===== src/hw/rtl/antialiased_line_stepper_macros.svh =====
// assertion macros for the antialiased line stepper
// used by the top level only; expects clk and rst_n in scope
`ifndef ANTIALIASED_LINE_STEPPER_MACROS_SVH
`define ANTIALIASED_LINE_STEPPER_MACROS_SVH

// same-cycle implication, checked out of reset
`define ALS_ASSERT_IMP(lbl, ante, cons) \
  lbl: assert property (@(posedge clk) disable iff (!rst_n) (ante) |-> (cons)) \
    else $error("als same-cycle check failed");

// next-cycle implication, checked out of reset
`define ALS_ASSERT_NXT(lbl, ante, cons) \
  lbl: assert property (@(posedge clk) disable iff (!rst_n) (ante) |=> (cons)) \
    else $error("als next-cycle check failed");

`endif


===== src/hw/rtl/als_pkg.sv =====
// shared types and constants for the antialiased line stepper
// used by als_ctrl, als_dpath and antialiased_line_stepper
package als_pkg;

  localparam int COORD_BITS_DEF  = 11;
  localparam int WEIGHT_BITS_DEF = 8;

  // error accumulator and increment width
  localparam int ACC_BITS = 16;
  // divide iteration counter
  localparam int CNT_BITS = $clog2(ACC_BITS);
  localparam logic [CNT_BITS-1:0] CNT_LAST = CNT_BITS'(ACC_BITS - 1);

  // item mode codes
  localparam logic MODE_START = 1'b0;
  localparam logic MODE_STEP  = 1'b1;

  // controller to datapath commands
  typedef struct packed {
    logic start;     // load a new line and emit its first pixel
    logic step;      // advance one step and emit its first pixel
    logic div_step;  // one restoring divide iteration
    logic second;    // emit the neighbour pixel of a pair
  } als_cmd_t;

  // datapath to controller status
  typedef struct packed {
    logic sloped;    // incoming start item describes a sloped line
    logic busy;      // a line is in progress
    logic pair;      // next step emits a weighted pair
  } als_status_t;

endpackage


===== src/hw/rtl/als_ctrl.sv =====
// controller state machine for the antialiased line stepper
// depends on als_pkg; drives commands into als_dpath
module als_ctrl (
  input  logic                  clk,
  input  logic                  rst_n,
  input  logic                  in_valid,
  input  logic                  in_mode,
  output logic                  in_ready,
  input  logic                  out_ready,
  output logic                  out_valid,
  input  als_pkg::als_status_t  status,
  output als_pkg::als_cmd_t     cmd
);
  import als_pkg::*;

  localparam logic [1:0] S_IDLE = 2'd0;
  localparam logic [1:0] S_DIV  = 2'd1;
  localparam logic [1:0] S_PAIR = 2'd2;

  logic [1:0]          state_r, state_nxt;
  logic [CNT_BITS-1:0] cnt_r, cnt_nxt;
  logic                out_valid_r, out_valid_nxt;
  logic                out_free;
  logic                in_fire;
  logic                load;

  // next state and commands
  always_comb begin
    cmd       = '0;
    state_nxt = state_r;
    cnt_nxt   = cnt_r;
    out_free  = !out_valid_r || out_ready;
    in_ready  = (state_r == S_IDLE) && out_free;
    in_fire   = in_valid && in_ready;
    case (state_r)
      S_IDLE: begin
        if (in_fire) begin
          if (in_mode == MODE_START) begin
            cmd.start = 1'b1;
            if (status.sloped) begin
              state_nxt = S_DIV;
              cnt_nxt   = '0;
            end
          end else if (status.busy) begin
            cmd.step = 1'b1;
            if (status.pair) begin
              state_nxt = S_PAIR;
            end
          end
        end
      end
      S_DIV: begin
        cmd.div_step = 1'b1;
        cnt_nxt      = cnt_r + 1'b1;
        if (cnt_r == CNT_LAST) begin
          state_nxt = S_IDLE;
        end
      end
      S_PAIR: begin
        if (out_free) begin
          cmd.second = 1'b1;
          state_nxt  = S_IDLE;
        end
      end
      default: begin
        state_nxt = S_IDLE;
      end
    endcase
    load          = cmd.start || cmd.step || cmd.second;
    out_valid_nxt = load ? 1'b1 : (out_ready ? 1'b0 : out_valid_r);
  end

  // control registers
  always_ff @(posedge clk) begin
    if (!rst_n) begin
      state_r     <= S_IDLE;
      cnt_r       <= '0;
      out_valid_r <= 1'b0;
    end else begin
      state_r     <= state_nxt;
      cnt_r       <= cnt_nxt;
      out_valid_r <= out_valid_nxt;
    end
  end

  assign out_valid = out_valid_r;

endmodule


===== src/hw/rtl/als_dpath.sv =====
// datapath for the antialiased line stepper: line setup, restoring
// divider, error accumulator and output register; depends on als_pkg
module als_dpath #(
  parameter int COORD_BITS  = als_pkg::COORD_BITS_DEF,
  parameter int WEIGHT_BITS = als_pkg::WEIGHT_BITS_DEF
) (
  input  logic                         clk,
  input  logic                         rst_n,
  input  logic [COORD_BITS-1:0]        in_start_x,
  input  logic [COORD_BITS-1:0]        in_start_y,
  input  logic [COORD_BITS-1:0]        in_end_x,
  input  logic [COORD_BITS-1:0]        in_end_y,
  input  als_pkg::als_cmd_t            cmd,
  output als_pkg::als_status_t         status,
  output logic signed [COORD_BITS+1:0] out_pixel_x,
  output logic [COORD_BITS:0]          out_pixel_y,
  output logic [WEIGHT_BITS-1:0]       out_level,
  output logic                         out_last_pixel
);
  import als_pkg::*;

  localparam int CB = COORD_BITS;
  localparam int WB = WEIGHT_BITS;

  // line state
  logic                busy_r, busy_nxt;
  logic [CB-1:0]       cur_x_r, cur_x_nxt, cur_y_r, cur_y_nxt;
  logic [CB-1:0]       final_x_r, final_x_nxt, final_y_r, final_y_nxt;
  logic [ACC_BITS-1:0] acc_r, acc_nxt, inc_r, inc_nxt;
  logic                x_neg_r, x_neg_nxt, ymaj_r, ymaj_nxt;
  logic                straight_r, straight_nxt, stx_r, stx_nxt, sty_r, sty_nxt;
  logic [CB-1:0]       steps_r, steps_nxt;
  // divider state
  logic [CB-1:0]       rem_r, rem_nxt, div_r, div_nxt;
  // output register
  logic [CB+1:0]       ox_r, ox_nxt;
  logic [CB:0]         oy_r, oy_nxt;
  logic [WB-1:0]       olvl_r, olvl_nxt;
  logic                olast_r, olast_nxt;

  // setup terms
  logic                swap, neg, ymaj, straight;
  logic [CB-1:0]       x0, y0, x1, y1, dx, dy, major, minor;
  // step terms
  logic [CB-1:0]       x_adv, steps_m1;
  logic [CB+1:0]       x_adv_ext;
  logic [ACC_BITS:0]   sum;
  logic                carry;
  // divide terms
  logic [CB:0]         rem2;
  logic [CB-1:0]       diff;
  logic                ge;

  // endpoint ordering and deltas
  always_comb begin
    swap     = in_start_y > in_end_y;
    x0       = swap ? in_end_x : in_start_x;
    y0       = swap ? in_end_y : in_start_y;
    x1       = swap ? in_start_x : in_end_x;
    y1       = swap ? in_start_y : in_end_y;
    neg      = x1 < x0;
    dx       = neg ? (x0 - x1) : (x1 - x0);
    dy       = y1 - y0;
    ymaj     = dy > dx;
    straight = (dx == '0) || (dy == '0) || (dx == dy);
    major    = ymaj ? dy : dx;
    minor    = ymaj ? dx : dy;
  end

  // step arithmetic
  always_comb begin
    x_adv     = x_neg_r ? (cur_x_r - 1'b1) : (cur_x_r + 1'b1);
    x_adv_ext = x_neg_r ? ({2'b00, cur_x_r} - 1'b1) : ({2'b00, cur_x_r} + 1'b1);
    steps_m1  = steps_r - 1'b1;
    sum       = {1'b0, acc_r} + {1'b0, inc_r};
    carry     = sum[ACC_BITS];
    rem2      = {rem_r, 1'b0};
    // remainder after subtract always fits below the divisor
    diff      = rem2[CB-1:0] - div_r;
    ge        = rem2 >= {1'b0, div_r};
  end

  assign status.sloped = !straight;
  assign status.busy   = busy_r;
  assign status.pair   = !straight_r && (steps_r > CB'(1));

  // next state
  always_comb begin
    busy_nxt     = busy_r;
    cur_x_nxt    = cur_x_r;
    cur_y_nxt    = cur_y_r;
    final_x_nxt  = final_x_r;
    final_y_nxt  = final_y_r;
    acc_nxt      = acc_r;
    inc_nxt      = inc_r;
    x_neg_nxt    = x_neg_r;
    ymaj_nxt     = ymaj_r;
    straight_nxt = straight_r;
    stx_nxt      = stx_r;
    sty_nxt      = sty_r;
    steps_nxt    = steps_r;
    rem_nxt      = rem_r;
    div_nxt      = div_r;
    ox_nxt       = ox_r;
    oy_nxt       = oy_r;
    olvl_nxt     = olvl_r;
    olast_nxt    = olast_r;

    if (cmd.start) begin
      // new line: first pixel at full level
      cur_x_nxt    = x0;
      cur_y_nxt    = y0;
      final_x_nxt  = x1;
      final_y_nxt  = y1;
      acc_nxt      = '0;
      inc_nxt      = '0;
      x_neg_nxt    = neg;
      ymaj_nxt     = ymaj;
      straight_nxt = straight;
      stx_nxt      = dx != '0;
      sty_nxt      = dy != '0;
      steps_nxt    = major;
      busy_nxt     = major != '0;
      rem_nxt      = minor;
      div_nxt      = major;
      ox_nxt       = {2'b00, x0};
      oy_nxt       = {1'b0, y0};
      olvl_nxt     = '0;
      olast_nxt    = major == '0;
    end else if (cmd.div_step) begin
      // restoring divide, one quotient bit per cycle
      rem_nxt = ge ? diff : rem2[CB-1:0];
      inc_nxt = {inc_r[ACC_BITS-2:0], ge};
    end else if (cmd.step) begin
      if (straight_r) begin
        // straight lines walk one full-level pixel per step
        if (stx_r) begin
          cur_x_nxt = x_adv;
        end
        if (sty_r) begin
          cur_y_nxt = cur_y_r + 1'b1;
        end
        steps_nxt = steps_m1;
        busy_nxt  = steps_m1 != '0;
        ox_nxt    = {2'b00, (stx_r ? x_adv : cur_x_r)};
        oy_nxt    = {1'b0, (sty_r ? (cur_y_r + 1'b1) : cur_y_r)};
        olvl_nxt  = '0;
        olast_nxt = steps_m1 == '0;
      end else if (steps_r <= CB'(1)) begin
        // final pixel snaps to the far endpoint
        steps_nxt = '0;
        busy_nxt  = 1'b0;
        cur_x_nxt = final_x_r;
        cur_y_nxt = final_y_r;
        ox_nxt    = {2'b00, final_x_r};
        oy_nxt    = {1'b0, final_y_r};
        olvl_nxt  = '0;
        olast_nxt = 1'b1;
      end else begin
        // weighted step, minor axis moves on accumulator carry
        steps_nxt = steps_m1;
        acc_nxt   = sum[ACC_BITS-1:0];
        if (ymaj_r) begin
          cur_x_nxt = carry ? x_adv : cur_x_r;
          cur_y_nxt = cur_y_r + 1'b1;
        end else begin
          cur_y_nxt = carry ? (cur_y_r + 1'b1) : cur_y_r;
          cur_x_nxt = x_adv;
        end
        ox_nxt    = {2'b00, cur_x_nxt};
        oy_nxt    = {1'b0, cur_y_nxt};
        olvl_nxt  = sum[ACC_BITS-1 -: WB];
        olast_nxt = 1'b0;
      end
    end else if (cmd.second) begin
      // neighbour pixel at the complement weight
      ox_nxt    = ymaj_r ? x_adv_ext : {2'b00, cur_x_r};
      oy_nxt    = ymaj_r ? {1'b0, cur_y_r} : ({1'b0, cur_y_r} + 1'b1);
      olvl_nxt  = acc_r[ACC_BITS-1 -: WB] ^ {WB{1'b1}};
      olast_nxt = 1'b0;
    end
  end

  // line state registers
  always_ff @(posedge clk) begin
    if (!rst_n) begin
      busy_r     <= 1'b0;
      cur_x_r    <= '0;
      cur_y_r    <= '0;
      final_x_r  <= '0;
      final_y_r  <= '0;
      acc_r      <= '0;
      inc_r      <= '0;
      x_neg_r    <= 1'b0;
      ymaj_r     <= 1'b0;
      straight_r <= 1'b0;
      stx_r      <= 1'b0;
      sty_r      <= 1'b0;
      steps_r    <= '0;
    end else begin
      busy_r     <= busy_nxt;
      cur_x_r    <= cur_x_nxt;
      cur_y_r    <= cur_y_nxt;
      final_x_r  <= final_x_nxt;
      final_y_r  <= final_y_nxt;
      acc_r      <= acc_nxt;
      inc_r      <= inc_nxt;
      x_neg_r    <= x_neg_nxt;
      ymaj_r     <= ymaj_nxt;
      straight_r <= straight_nxt;
      stx_r      <= stx_nxt;
      sty_r      <= sty_nxt;
      steps_r    <= steps_nxt;
    end
  end

  // divider and output payload registers
  always_ff @(posedge clk) begin
    rem_r   <= rem_nxt;
    div_r   <= div_nxt;
    ox_r    <= ox_nxt;
    oy_r    <= oy_nxt;
    olvl_r  <= olvl_nxt;
    olast_r <= olast_nxt;
  end

  assign out_pixel_x    = $signed(ox_r);
  assign out_pixel_y    = oy_r;
  assign out_level      = olvl_r;
  assign out_last_pixel = olast_r;

endmodule


===== src/hw/rtl/antialiased_line_stepper.sv =====
// antialiased line stepper: a start item gives one pixel in the cycle after
// it is taken; a sloped line then runs a restoring divide for its error
// increment and takes no new item until it ends. A step item during a line
// gives a pixel in the next cycle; a weighted pair adds its neighbour pixel,
// single-pixel steps run one item per cycle unless the output is held.
// Reset (rst_n, synchronous, active low) clears the line and out_valid only.
module antialiased_line_stepper #(
  parameter int COORD_BITS  = als_pkg::COORD_BITS_DEF,
  parameter int WEIGHT_BITS = als_pkg::WEIGHT_BITS_DEF
) (
  input  logic                         clk,
  input  logic                         rst_n,
  input  logic                         in_valid,
  output logic                         in_ready,
  input  logic                         in_mode,
  input  logic [COORD_BITS-1:0]        in_start_x,
  input  logic [COORD_BITS-1:0]        in_start_y,
  input  logic [COORD_BITS-1:0]        in_end_x,
  input  logic [COORD_BITS-1:0]        in_end_y,
  output logic                         out_valid,
  input  logic                         out_ready,
  output logic signed [COORD_BITS+1:0] out_pixel_x,
  output logic [COORD_BITS:0]          out_pixel_y,
  output logic [WEIGHT_BITS-1:0]       out_level,
  output logic                         out_last_pixel
);
  import als_pkg::*;

`include "antialiased_line_stepper_macros.svh"

  als_cmd_t    cmd;
  als_status_t status;

  // sequencing
  als_ctrl u_ctrl (
    .clk       (clk),
    .rst_n     (rst_n),
    .in_valid  (in_valid),
    .in_mode   (in_mode),
    .in_ready  (in_ready),
    .out_ready (out_ready),
    .out_valid (out_valid),
    .status    (status),
    .cmd       (cmd)
  );

  // arithmetic and output register
  als_dpath #(
    .COORD_BITS  (COORD_BITS),
    .WEIGHT_BITS (WEIGHT_BITS)
  ) u_dpath (
    .clk            (clk),
    .rst_n          (rst_n),
    .in_start_x     (in_start_x),
    .in_start_y     (in_start_y),
    .in_end_x       (in_end_x),
    .in_end_y       (in_end_y),
    .cmd            (cmd),
    .status         (status),
    .out_pixel_x    (out_pixel_x),
    .out_pixel_y    (out_pixel_y),
    .out_level      (out_level),
    .out_last_pixel (out_last_pixel)
  );

  // a held result blocks new items
  `ALS_ASSERT_IMP(a_hold_blocks_in, out_valid && !out_ready, !in_ready)
  // a start item always yields a pixel
  `ALS_ASSERT_NXT(a_start_emits, in_valid && in_ready && (in_mode == MODE_START), out_valid)
  // no item is taken while the divider runs
  `ALS_ASSERT_IMP(a_div_no_accept, cmd.div_step, !in_ready)

endmodule

===== config.mk =====
export PLATFORM = sky130hd
export DESIGN_NAME = antialiased_line_stepper
export DESIGN_NICKNAME = d
export VERILOG_FILES = /design/src/hw/rtl/als_pkg.sv /design/src/hw/rtl/als_ctrl.sv /design/src/hw/rtl/als_dpath.sv /design/src/hw/rtl/antialiased_line_stepper.sv
export VERILOG_INCLUDE_DIRS = /design/src /design/src/hw/rtl
export SDC_FILE = /design/constraint.sdc
export NUM_CORES = 1
export LEC_CHECK = 0
export ABC_AREA = 1
export BUFFER_PORTS_ARGS = -buffer_cell sky130_fd_sc_hd__buf_2
export CORE_MARGIN = 2
export CORE_UTILIZATION = 55
export CTS_BUF_LIST = sky130_fd_sc_hd__clkbuf_2 sky130_fd_sc_hd__clkbuf_4 sky130_fd_sc_hd__clkbuf_8
export CTS_CLUSTER_DIAMETER = 80
export DETAILED_ROUTE_END_ITERATION = 10
export PLACE_DENSITY = 0.8
export SETUP_SLACK_MARGIN = 0.15
export SYNTH_ARGS = -nofsm -noshare
export SYNTH_HDL_FRONTEND = slang
export SYNTH_HIERARCHICAL = 1
export SYNTH_SLANG_ARGS = --single-unit

===== constraint.sdc =====
create_clock -name clk -period 13.2 [get_ports clk]
set_input_delay 0.66 -clock clk [delete_from_list [all_inputs] [get_ports clk]]
set_output_delay 0.66 -clock clk [all_outputs]
set_load 0.005 [all_outputs]

==> results of run 1 <==
[layer usage]
layer  track usage  up-vias  part of all wire
met5             0        -                 0
met4         0.171        0             0.044
met3        0.0521      130             0.090
met2         0.550      696              0.45
met1         0.439     6112              0.41
li1              -     6399                 -
[metrics by stage]
stage	total power, mW	util	hold slack [ns]	std cells
after floorplan	1.59	-	0.426	1885
after global placement	1.95	0.587	0.444	2191
after detailed placement	1.97	0.587	0.447	2191
after CTS	2.32	0.604	0.464	2223
after global routing	2.52	0.604	0.496	2223
final	2.36	0.604	0.468	2223
[cells by family after synthesis]
group,Yosys count,synth area share
compound gates,443,0.203
xor+xnor,55,0.0391
fa+ha+maj,70,0.0729
buf+inv,293,0.0941
flops,156,0.290
simple gates,868,0.300
[flip-flops by register name, summed over array words and instances (netlist names)]
register and cells:
u_ctrl/state_r 2, u_dpath/final_y_r 11, u_dpath/rem_r 11, u_dpath/steps_r 11, u_dpath/x_neg_r 1, u_dpath/acc_r 16, u_dpath/final_x_r 11, u_ctrl/cnt_r 4
u_dpath/out_level 8, u_dpath/cur_x_r 11, u_dpath/out_pixel_y 12, u_dpath/sty_r 1, u_dpath/ymaj_r 1, u_dpath/cur_y_r 11, u_dpath/out_last_pixel 1, u_dpath/busy_r 1
u_ctrl/out_valid 1, u_dpath/inc_r 16, u_dpath/straight_r 1, u_dpath/stx_r 1, u_dpath/div_r 11, u_dpath/out_pixel_x 13
[critical path: cells and delay by family]
| kind | cells | cell delay [ns] |
|---|---|---|
| buffers and inverters | 3 | 0.53 |
| AND/OR/NAND/NOR | 23 | 3.90 |
| AO/OA/AOI/OAI | 6 | 0.90 |
| adder cells (fa/ha/maj) | 2 | 0.66 |
[where the power goes]
part	total (mW)	leakage [nW]	internal, mW	switching [mW]
clock network	0.347	0.193	0.152	0.195
registers	0.746	1.33	0.657	0.0889
logic	1.27	4.66	0.398	0.872
total	2.36	6.19	1.21	1.16
[Yosys cell counts (2+ instances only)]
master | count | area share
nand2_1 | 541 | 0.16
inv_1 | 209 | 0.064
o21ai_0 | 166 | 0.067
a21oi_1 | 149 | 0.061
nor2_1 | 113 | 0.034
dfxtp_1 | 111 | 0.18
nand3_1 | 101 | 0.041
ha_1 | 67 | 0.068
clkbuf_1 | 49 | 0.015
edfxtp_1 | 45 | 0.11
xor2_1 | 45 | 0.032
a31oi_1 | 35 | 0.018
or2_2 | 27 | 0.014
nand4_1 | 25 | 0.013
o221ai_1 | 19 | 0.014
nor3_1 | 17 | 0.0069
o211ai_1 | 13 | 0.0079
clkinv_1 | 11 | 0.0034
o21ai_1 | 11 | 0.0045
xnor2_1 | 10 | 0.0071
a22oi_1 | 8 | 0.0049
and2_1 | 8 | 0.0041
nand2_2 | 8 | 0.0041
o22ai_1 | 8 | 0.0041
nor2_2 | 7 | 0.0036
nor4_1 | 7 | 0.0036
o31ai_1 | 7 | 0.0043
buf_2 | 6 | 0.0024
buf_6 | 6 | 0.0055
inv_2 | 6 | 0.0018
a221oi_1 | 5 | 0.0036
o21ai_2 | 5 | 0.0036
o21bai_1 | 5 | 0.0030
buf_1 | 4 | 0.0012
nand3_2 | 4 | 0.0032
a211oi_1 | 3 | 0.0018
fa_1 | 3 | 0.0049
a21oi_2 | 2 | 0.0014
a22o_1 | 2 | 0.0014
buf_4 | 2 | 0.0012
nand3b_1 | 2 | 0.0012
o221a_2 | 2 | 0.0018
[how the worst min path moves through the flow]
stage	start	endpoint	slack, ns	cells past startpoint
finish	u_dpath/final_y_r[4]$_SDFFE_PN0P_	u_dpath/final_y_r[4]$_SDFFE_PN0P_	0.47	2
global route	u_dpath/final_y_r[4]$_SDFFE_PN0P_	u_dpath/final_y_r[4]$_SDFFE_PN0P_	0.50	2
CTS	u_dpath/final_y_r[4]$_SDFFE_PN0P_	u_dpath/final_y_r[4]$_SDFFE_PN0P_	0.46	2
detailed placement	u_dpath/final_y_r[4]$_SDFFE_PN0P_	u_dpath/final_y_r[4]$_SDFFE_PN0P_	0.45	2
global placement	u_dpath/final_y_r[10]$_SDFFE_PN0P_	u_dpath/final_y_r[10]$_SDFFE_PN0P_	0.44	2
floorplan	u_dpath/final_y_r[4]$_SDFFE_PN0P_	u_dpath/final_y_r[4]$_SDFFE_PN0P_	0.43	2
[layout make-up]
| cell class | instances | area share |
|---|---|---|
| Clock inverter | 15 | 0.0105 |
| Tap cell | 280 | 0.0265 |
| Multi-Input combinational cell | 1436 | 0.574 |
| Inverter | 226 | 0.0641 |
| Clock buffer | 17 | 0.0177 |
| Sequential cell | 156 | 0.270 |
| Timing Repair Buffer | 93 | 0.0369 |
==> flow_summary.html, run 1 <==
<table>
<tr><th>Metric</th><th>Value</th></tr>
<tr><th colspan="2">Drt</th></tr>
<tr><td>Via count normalized by instance count</td><td>~6.0</td></tr>
<tr><td>Residual DRC</td><td>0</td></tr>
<tr><td>DRT antenna net count</td><td>0</td></tr>
<tr><td>Number of DRC violations after detailed-routing iteration 0</td><td>between 1,500 and 2,000</td></tr>
<tr><td>Total Routed Length</td><td>40.4 mm</td></tr>
<tr><td>Total number of vias</td><td>between 10,000 and 15,000</td></tr>
<tr><td>DRT Pass-1 Iters</td><td>6</td></tr>
<tr><td>Wire length per cell</td><td>18.2 µm</td></tr>
<tr><th colspan="2">Placement</th></tr>
<tr><td>Port-buffer cells</td><td>84</td></tr>
<tr><td>Post-detail-place hpwl</td><td>approximately 31 mm</td></tr>
<tr><td>Post-place setup slack</td><td>between 6 and 7 ns</td></tr>
<tr><td>Post-place instance area</td><td>0.0129 mm²</td></tr>
<tr><td>Routability-driven placement congestion ratio</td><td>1.01</td></tr>
<tr><th colspan="2">STA</th></tr>
<tr><td>Post-layout min period</td><td>~6.3 ns</td></tr>
<tr><td>Worst Slack Setup Final</td><td>slightly below 7 ns</td></tr>
<tr><td>Final slew viol count</td><td>0</td></tr>
<tr><td>Number of setup violations in the final report</td><td>0</td></tr>
<tr><td>Final hold violations</td><td>0</td></tr>
<tr><td>TNS Setup</td><td>0 ns</td></tr>
<tr><td>Maximum clock skew at final layout</td><td>around 0.014 ns</td></tr>
<tr><td>Rel. slew slack</td><td>0.191</td></tr>
<tr><td>Unrepaired setup endpoints after global routing</td><td>no</td></tr>
<tr><td>Part of the cycle the worst path needs</td><td>0.480</td></tr>
<tr><td>Worst Max-Slew Pin Slew</td><td>1.21 ns</td></tr>
<tr><td>Highest Clock Rate</td><td>0.158 GHz</td></tr>
<tr><th colspan="2">Worst setup path</th></tr>
<tr><td>Worst R2R End</td><td>u_dpath/out_pixel_x[10]$_DFFE_PP_</td></tr>
<tr><td>Slowest cell delay on critical path</td><td>just under 0.7 ns</td></tr>
<tr><td>Slowest stage cell, crit path</td><td>nand2_4</td></tr>
<tr><td>R2r worst-path depth</td><td>14</td></tr>
<tr><td>Cell type with the highest occurrence count on the critical path</td><td>nand2_1</td></tr>
<tr><td>Critical path destination</td><td>u_dpath/out_last_pixel$_DFFE_PP_</td></tr>
<tr><td>Worst-path fanout max</td><td>73</td></tr>
<tr><td>Reg-to-reg setup timing slack</td><td>a little over 9 ns</td></tr>
<tr><td>Crit path from</td><td>in_end_y[2]</td></tr>
<tr><td>Kind of critical path</td><td>in2reg</td></tr>
<tr><td>Arrival time at the worst endpoint</td><td>roughly 6.7 ns</td></tr>
<tr><td>CP Data Required Time</td><td>between 10 and 15 ns</td></tr>
<tr><td>Startpoint of the worst-slack reg-to-reg timing path</td><td>u_dpath/x_neg_r$_SDFFE_PN0P_</td></tr>
<tr><td>Crit path capture type</td><td>flop</td></tr>
<tr><td>Startpoint class of the critical path</td><td>input pin</td></tr>
<tr><th colspan="2">Floorplan</th></tr>
<tr><td>Starting utilization of the core area</td><td>0.563</td></tr>
<tr><td>Horizontal die dimension</td><td>approximately 150 µm</td></tr>
<tr><td>Height of the die</td><td>~150 µm</td></tr>
<tr><td>Placement row count</td><td>between 50 and 60</td></tr>
<tr><td>Die Area</td><td>between 0.02 and 0.025 mm²</td></tr>
<tr><td>Number of top-level pins</td><td>85</td></tr>
<tr><td>Core region area</td><td>about 0.022 mm²</td></tr>
<tr><th colspan="2">Clocking</th></tr>
<tr><td>Clock Sinks</td><td>about 160</td></tr>
<tr><td>Hold Buf Count CTS</td><td>0</td></tr>
<tr><td>Count of cells resized by post-cts repair</td><td>0</td></tr>
<tr><td>Number of setup buffers added after CTS</td><td>0</td></tr>
<tr><td>Clock tree from TritonCTS</td><td>yes</td></tr>
<tr><td>Clock latency reported for the late side of the worst-skew pair</td><td>~0.47 ns</td></tr>
<tr><td>Clock root buffer</td><td>clkbuf_8</td></tr>
<tr><td>H-Tree Depth</td><td>4</td></tr>
<tr><td>Number of CTS-inserted buffers</td><td>17</td></tr>
<tr><td>Clock slew at reported path FFs</td><td>0.09 ns</td></tr>
<tr><td>Maximum number of buffers from clock root to sink</td><td>2</td></tr>
<tr><th colspan="2">Finish</th></tr>
<tr><td>FF+latch area</td><td>~0.0036 mm²</td></tr>
<tr><td>Area grow syn2layout</td><td>7.38%</td></tr>
<tr><td>Commonest non-fill, non-tap cell in the layout</td><td>nand2_1</td></tr>
<tr><td>NumNets Final</td><td>2,049</td></tr>
<tr><td>Number of antenna diodes</td><td>0</td></tr>
<tr><td>Fill cell total of the finished layout</td><td>about 2,100</td></tr>
<tr><td>Commonest cells after routing, fill and taps aside</td><td>541 x nand2_1, 209 x inv_1, 166 x o21ai_0</td></tr>
<tr><td>Final std cell area, no fill</td><td>approximately 0.013 mm²</td></tr>
<tr><td>Multi-input gate area in the final layout</td><td>approximately 0.0076 mm²</td></tr>
<tr><td>Share of final-layout standard cells stronger than drive strength 1</td><td>0.0993</td></tr>
<tr><th colspan="2">Power</th></tr>
<tr><td>Ratio of total power to cell area</td><td>roughly 180 mW/mm²</td></tr>
<tr><td>Worst vdd ir</td><td>0.0800 mV</td></tr>
<tr><td>Leak</td><td>slightly above 6 nW</td></tr>
<tr><th colspan="2">Yosys</th></tr>
<tr><td>#FFs+latches synth</td><td>between 150 and 200</td></tr>
<tr><td>Gate count of the mapped netlist</td><td>1,885</td></tr>
<tr><td>Count of synthesis-stage warnings from yosys</td><td>6</td></tr>
<tr><td>Dominant register cell in the synthesized netlist</td><td>dfxtp_1</td></tr>
<tr><td>Distinct cells, synth</td><td>53</td></tr>
<tr><td>Synthesized area per cell</td><td>about 6.5 µm²</td></tr>
<tr><td>Post-synth design cell area</td><td>around 0.012 mm²</td></tr>
<tr><td>Syn Nets</td><td>roughly 2,000</td></tr>
<tr><td>Sequential element share of the synthesized area</td><td>0.290</td></tr>
<tr><td>Async set-or-reset flop fraction in the synthesized netlist</td><td>0</td></tr>
<tr><td>Post-synth EDFFs</td><td>45</td></tr>
<tr><th colspan="2">Global routing</th></tr>
<tr><td>Overflow left after global routing</td><td>0</td></tr>
<tr><td>Number of antenna violations at the first check in global routing</td><td>1</td></tr>
<tr><td>Global routing usage summed across all routing layers</td><td>0.339</td></tr>
<tr><td>Pin count of the biggest net entering global routing</td><td>74</td></tr>
<tr><td>Via count of the first global-routing pass</td><td>12,434</td></tr>
<tr><td>Global-route wire length before repair</td><td>64.0 mm</td></tr>
<tr><th colspan="2">Min path</th></tr>
<tr><td>Type of the most critical hold path</td><td>reg2reg</td></tr>
<tr><th colspan="2">Job</th></tr>
<tr><td>Number of max-cap violations</td><td>0</td></tr>
<tr><th colspan="2">Status</th></tr>
<tr><td>Run status</td><td>finished, final reports clean</td></tr>
</table>
Power figures use the tool's default switching activity.
==> run 2, diff against run 1 <==
--- a/config.mk
+++ b/config.mk
@@ -6,14 +6,14 @@
 export SDC_FILE = /design/constraint.sdc
 export NUM_CORES = 1
 export LEC_CHECK = 0
-export ABC_AREA = 1
+export ABC_AREA = 0
 export BUFFER_PORTS_ARGS = -buffer_cell sky130_fd_sc_hd__buf_2
 export CORE_MARGIN = 2
 export CORE_UTILIZATION = 55
 export CTS_BUF_LIST = sky130_fd_sc_hd__clkbuf_2 sky130_fd_sc_hd__clkbuf_4 sky130_fd_sc_hd__clkbuf_8
 export CTS_CLUSTER_DIAMETER = 80
 export DETAILED_ROUTE_END_ITERATION = 10
-export PLACE_DENSITY = 0.8
+export PLACE_DENSITY = 0.79
 export SETUP_SLACK_MARGIN = 0.15
 export SYNTH_ARGS = -nofsm -noshare
 export SYNTH_HDL_FRONTEND = slang
==> constraint.sdc (replaced) <==
create_clock -name clk -period 6.35 [get_ports clk]
set_input_delay 0.3175 -clock clk [delete_from_list [all_inputs] [get_ports clk]]
set_output_delay 0.3175 -clock clk [all_outputs]
set_load 0.005 [all_outputs]
==> flow_summary.html, run 2 <==
<table>
<tr><th>Metric</th><th>Value</th></tr>
<tr><th colspan="2">Yosys</th></tr>
<tr><td>#FFs+latches synth</td><td>156 (unchanged)</td></tr>
<tr><td>Syn Nets</td><td>1,870 (-6.7%)</td></tr>
<tr><td>Area share of the largest cell type after synthesis</td><td>0.169 (-0.0111)</td></tr>
<tr><td>Yosys top cell by area</td><td>dfxtp_1</td></tr>
<tr><td>Leading cell type by number of instances after synthesis</td><td>nand2_1</td></tr>
<tr><td>Dominant register cell in the synthesized netlist</td><td>dfxtp_1</td></tr>
<tr><td>Count of synthesis-stage warnings from yosys</td><td>6 (unchanged)</td></tr>
<tr><td>Sequential element share of the synthesized area</td><td>0.272 (-0.0178)</td></tr>
<tr><td>Post-synth EDFFs</td><td>45 (unchanged)</td></tr>
<tr><td>Most area-consuming cells after synthesis</td><td>dfxtp_1 17%, edfxtp_1 10%, nand2_1 6.5%</td></tr>
<tr><td>Post-synth top cells</td><td>226 x nand2_1, 194 x nor2_1, 124 x a21oi_1, 111 x dfxtp_1, 109 x o21ai_0</td></tr>
<tr><td>Post-synth design cell area</td><td>0.0131 mm² (+6.6%)</td></tr>
<tr><td>Distinct cells, synth</td><td>103 (+94%)</td></tr>
<tr><td>Async set-or-reset flop fraction in the synthesized netlist</td><td>0 (unchanged)</td></tr>
<tr><td>Synthesized area per cell</td><td>7.50 µm² (+15%)</td></tr>
<tr><td>Gate count of the mapped netlist</td><td>1,751 (-7.1%)</td></tr>
<tr><th colspan="2">STA</th></tr>
<tr><td>Unrepaired setup endpoints after global routing</td><td>no</td></tr>
<tr><td>Part of the cycle the worst path needs</td><td>0.911</td></tr>
<tr><td>Worst Max-Slew Pin Slew</td><td>1.14 ns (-0.0719 ns)</td></tr>
<tr><td>Rel. slew slack</td><td>0.238 (+0.0475)</td></tr>
<tr><td>Number of setup violations in the final report</td><td>0 (unchanged)</td></tr>
<tr><td>TNS Setup</td><td>0 ns (unchanged)</td></tr>
<tr><td>Post-layout min period</td><td>approximately 5.8 ns</td></tr>
<tr><td>Final slew viol count</td><td>0 (unchanged)</td></tr>
<tr><td>Highest Clock Rate</td><td>0.173 GHz</td></tr>
<tr><td>Maximum clock skew at final layout</td><td>0.0151 ns (+0.00133 ns)</td></tr>
<tr><td>Worst hold-check slack</td><td>0.132 ns (-0.336 ns)</td></tr>
<tr><td>Final hold violations</td><td>0 (unchanged)</td></tr>
<tr><th colspan="2">Drt</th></tr>
<tr><td>Total number of vias</td><td>13,523 (+1.4%)</td></tr>
<tr><td>DRT antenna net count</td><td>0 (unchanged)</td></tr>
<tr><td>Wire length per cell</td><td>19.5 µm (+7.5%)</td></tr>
<tr><td>Number of DRC violations after detailed-routing iteration 0</td><td>1,331 (-18%)</td></tr>
<tr><td>DRT Pass-1 Iters</td><td>5 (-1)</td></tr>
<tr><td>Via count normalized by instance count</td><td>6.35 (+5.9%)</td></tr>
<tr><td>Total Routed Length</td><td>41.6 mm (+2.9%)</td></tr>
<tr><td>Residual DRC</td><td>0 (unchanged)</td></tr>
<tr><th colspan="2">Power</th></tr>
<tr><td>Worst vdd ir</td><td>0.177 mV (+120%)</td></tr>
<tr><td>Ratio of total power to cell area</td><td>286 mW/mm² (+60%)</td></tr>
<tr><td>Leak</td><td>5.85 nW (-5.4%)</td></tr>
<tr><td>Total power draw</td><td>4.15 mW (+76%)</td></tr>
<tr><th colspan="2">Clocking</th></tr>
<tr><td>Number of CTS-inserted buffers</td><td>17 (unchanged)</td></tr>
<tr><td>Clock tree from TritonCTS</td><td>yes</td></tr>
<tr><td>H-Tree Depth</td><td>4 (unchanged)</td></tr>
<tr><td>Hold Buf Count CTS</td><td>0 (unchanged)</td></tr>
<tr><td>Clock latency reported for the late side of the worst-skew pair</td><td>0.47 ns (about the same)</td></tr>
<tr><td>Clock Sinks</td><td>156 (unchanged)</td></tr>
<tr><td>Clock root buffer</td><td>clkbuf_8</td></tr>
<tr><td>Maximum number of buffers from clock root to sink</td><td>2 (unchanged)</td></tr>
<tr><td>Clock slew at reported path FFs</td><td>0.09 ns (about the same)</td></tr>
<tr><th colspan="2">Global routing</th></tr>
<tr><td>Number of antenna violations at the first check in global routing</td><td>1 (unchanged)</td></tr>
<tr><td>Global-route wire length before repair</td><td>64.5 mm (+0.74%)</td></tr>
<tr><td>Overflow left after global routing</td><td>0 (unchanged)</td></tr>
<tr><td>Global routing usage summed across all routing layers</td><td>0.329 (-0.00954)</td></tr>
<tr><td>Via count of the first global-routing pass</td><td>12,180 (-2.0%)</td></tr>
<tr><td>Pin count of the biggest net entering global routing</td><td>79 (+6.8%)</td></tr>
<tr><th colspan="2">Finish</th></tr>
<tr><td>Commonest cells after routing, fill and taps aside</td><td>226 x nand2_1, 190 x nor2_1, 123 x a21oi_1</td></tr>
<tr><td>NumNets Final</td><td>1,916 (-6.5%)</td></tr>
<tr><td>Number of antenna diodes</td><td>0 (unchanged)</td></tr>
<tr><td>Area grow syn2layout</td><td>10.3%</td></tr>
<tr><td>Share of final-layout standard cells stronger than drive strength 1</td><td>0.129 (+0.0294)</td></tr>
<tr><td>Commonest non-fill, non-tap cell in the layout</td><td>nand2_1</td></tr>
<tr><th colspan="2">Min path</th></tr>
<tr><td>Type of the most critical hold path</td><td>in2reg</td></tr>
<tr><th colspan="2">Worst setup path</th></tr>
<tr><td>Kind of critical path</td><td>in2reg</td></tr>
<tr><td>Cell type with the highest occurrence count on the critical path</td><td>a211o_1</td></tr>
<tr><td>CP Data Required Time</td><td>6.62 ns (-6.90 ns)</td></tr>
<tr><td>Worst-path fanout max</td><td>13 (-82%)</td></tr>
<tr><td>Reg-to-reg setup timing slack</td><td>1.68 ns (-7.42 ns)</td></tr>
<tr><td>Arrival time at the worst endpoint</td><td>6.06 ns (-0.60 ns)</td></tr>
<tr><td>Slowest stage cell, crit path</td><td>a2111o_2</td></tr>
<tr><td>Crit path capture type</td><td>flop</td></tr>
<tr><td>Startpoint class of the critical path</td><td>input pin</td></tr>
<tr><td>Slowest cell delay on critical path</td><td>0.61 ns (-0.07 ns)</td></tr>
<tr><th colspan="2">Floorplan</th></tr>
<tr><td>Starting utilization of the core area</td><td>0.559 (-0.00349)</td></tr>
<tr><td>Core region area</td><td>0.0235 mm² (+7.2%)</td></tr>
<tr><td>Die Area</td><td>0.0251 mm² (+6.4%)</td></tr>
<tr><td>Height of the die</td><td>159 µm (+3.1%)</td></tr>
<tr><td>Number of top-level pins</td><td>85 (unchanged)</td></tr>
<tr><td>Horizontal die dimension</td><td>159 µm (+3.1%)</td></tr>
<tr><td>Placement row count</td><td>56 (+3.7%)</td></tr>
<tr><th colspan="2">Placement</th></tr>
<tr><td>Post-detail-place hpwl</td><td>30.9 mm (about the same)</td></tr>
<tr><td>Routability-driven placement congestion ratio</td><td>1.08 (+7.3%)</td></tr>
<tr><td>Port-buffer cells</td><td>84 (unchanged)</td></tr>
<tr><th colspan="2">Job</th></tr>
<tr><td>Number of max-cap violations</td><td>0 (unchanged)</td></tr>
<tr><th colspan="2">Status</th></tr>
<tr><td>Run status</td><td>finished, final reports clean</td></tr>
</table>
==> run 2: changes by cell type in the layout (fill, tap and decap cells not counted), moves of 26 or more <==
cell | before | now
nand3_1 | 101 | 43
nand2_1 | 541 | 226
inv_1 | 209 | 73
a21oi_1 | 149 | 123
nor3_1 | 17 | 55
nand2b_1 | 1 | 31
mux2i_1 | 0 | 40
nor2_1 | 111 | 190
xnor2_1 | 10 | 56
buf_4 | 9 | 57
o21ai_0 | 166 | 109
and3_1 | 1 | 28
nor2b_1 | 0 | 33
==> run 2: layout make-up <==
type                    instances  area, µm²
clock buffers                  18        241
clock inverters                14        176
fillers                      2149       8980
inverters                      77        289
multi-input cells            1401       8900
flip-flops and latches        156       3570
well taps                     319        399
repair buffers                144        908
==> run 2: final timing paths <==
kind,from,endpoint,depth (start not counted)
worst max-delay path,in_end_y[6],u_dpath/out_last_pixel$_DFFE_PP_,28
worst min-delay path,in_end_y[2],u_dpath/final_y_r[2]$_SDFFE_PN0P_,3
worst max register to register,u_dpath/inc_r[0]$_SDFFE_PP0P_,u_dpath/out_pixel_x[10]$_DFFE_PP_,16
worst min register to register,u_dpath/acc_r[7]$_SDFFE_PP0P_,u_dpath/acc_r[7]$_SDFFE_PP0P_,2
==> run 2: repair_timing <==
| action | 4_1_cts | 5_1_grt |
|---|---|---|
| endpoints found under the setup margin | 0 | 2 |
| gates resized for setup | 0 | 6 |
| buffers inserted | 0 | 4 |
==> run 2: worst max-delay path, delay by kind of cell <==
family | cells | cell delay, ns
buffers and inverters | 4 | 0.53
AOI/OAI and AO/OA | 14 | 2.89
and+or+nand+nor | 7 | 1.63
adders and majority gates | 3 | 0.71
==> run 2: per-layer routing <==
layer,global-route usage,vias to the layer above,routed length [µm]
met3,0.0727,117,3710
met5,0,-,0
li1,-,6411,-
met1,0.424,6351,17400
met2,0.528,644,18700
met4,0.153,0,1800
==> run 2: where the power goes <==
part,switching [mW],internal (mW)
Combinational,1.28,0.786
Sequential,0.0930,1.18
Clock,0.435,0.372
Total,1.81,2.34
==> run 2: cell families (layout without fill, tap and decap cells) <==
kind of cell | count (synthesis) | after routing | synth area share
compound gates | 493 | 493 | 0.254
simple gates | 703 | 703 | 0.251
mux | 47 | 47 | 0.0370
flops | 156 | 156 | 0.272
fa+ha+maj | 75 | 75 | 0.0722
buf+inv | 194 | 253 | 0.0575
xor+xnor | 83 | 83 | 0.0565
==> run 2: metrics by stage <==
stage	cell area [µm²]	setup slack [ns]	std cells	utilization
finish	14500	0.566	2129	0.617
global route	14500	0.199	2129	0.617
CTS	14400	0.518	2125	0.614
detailed placement	14000	0.0372	2093	0.597
global placement	14000	0.106	2093	0.597
floorplan	13200	0.152	1751	-
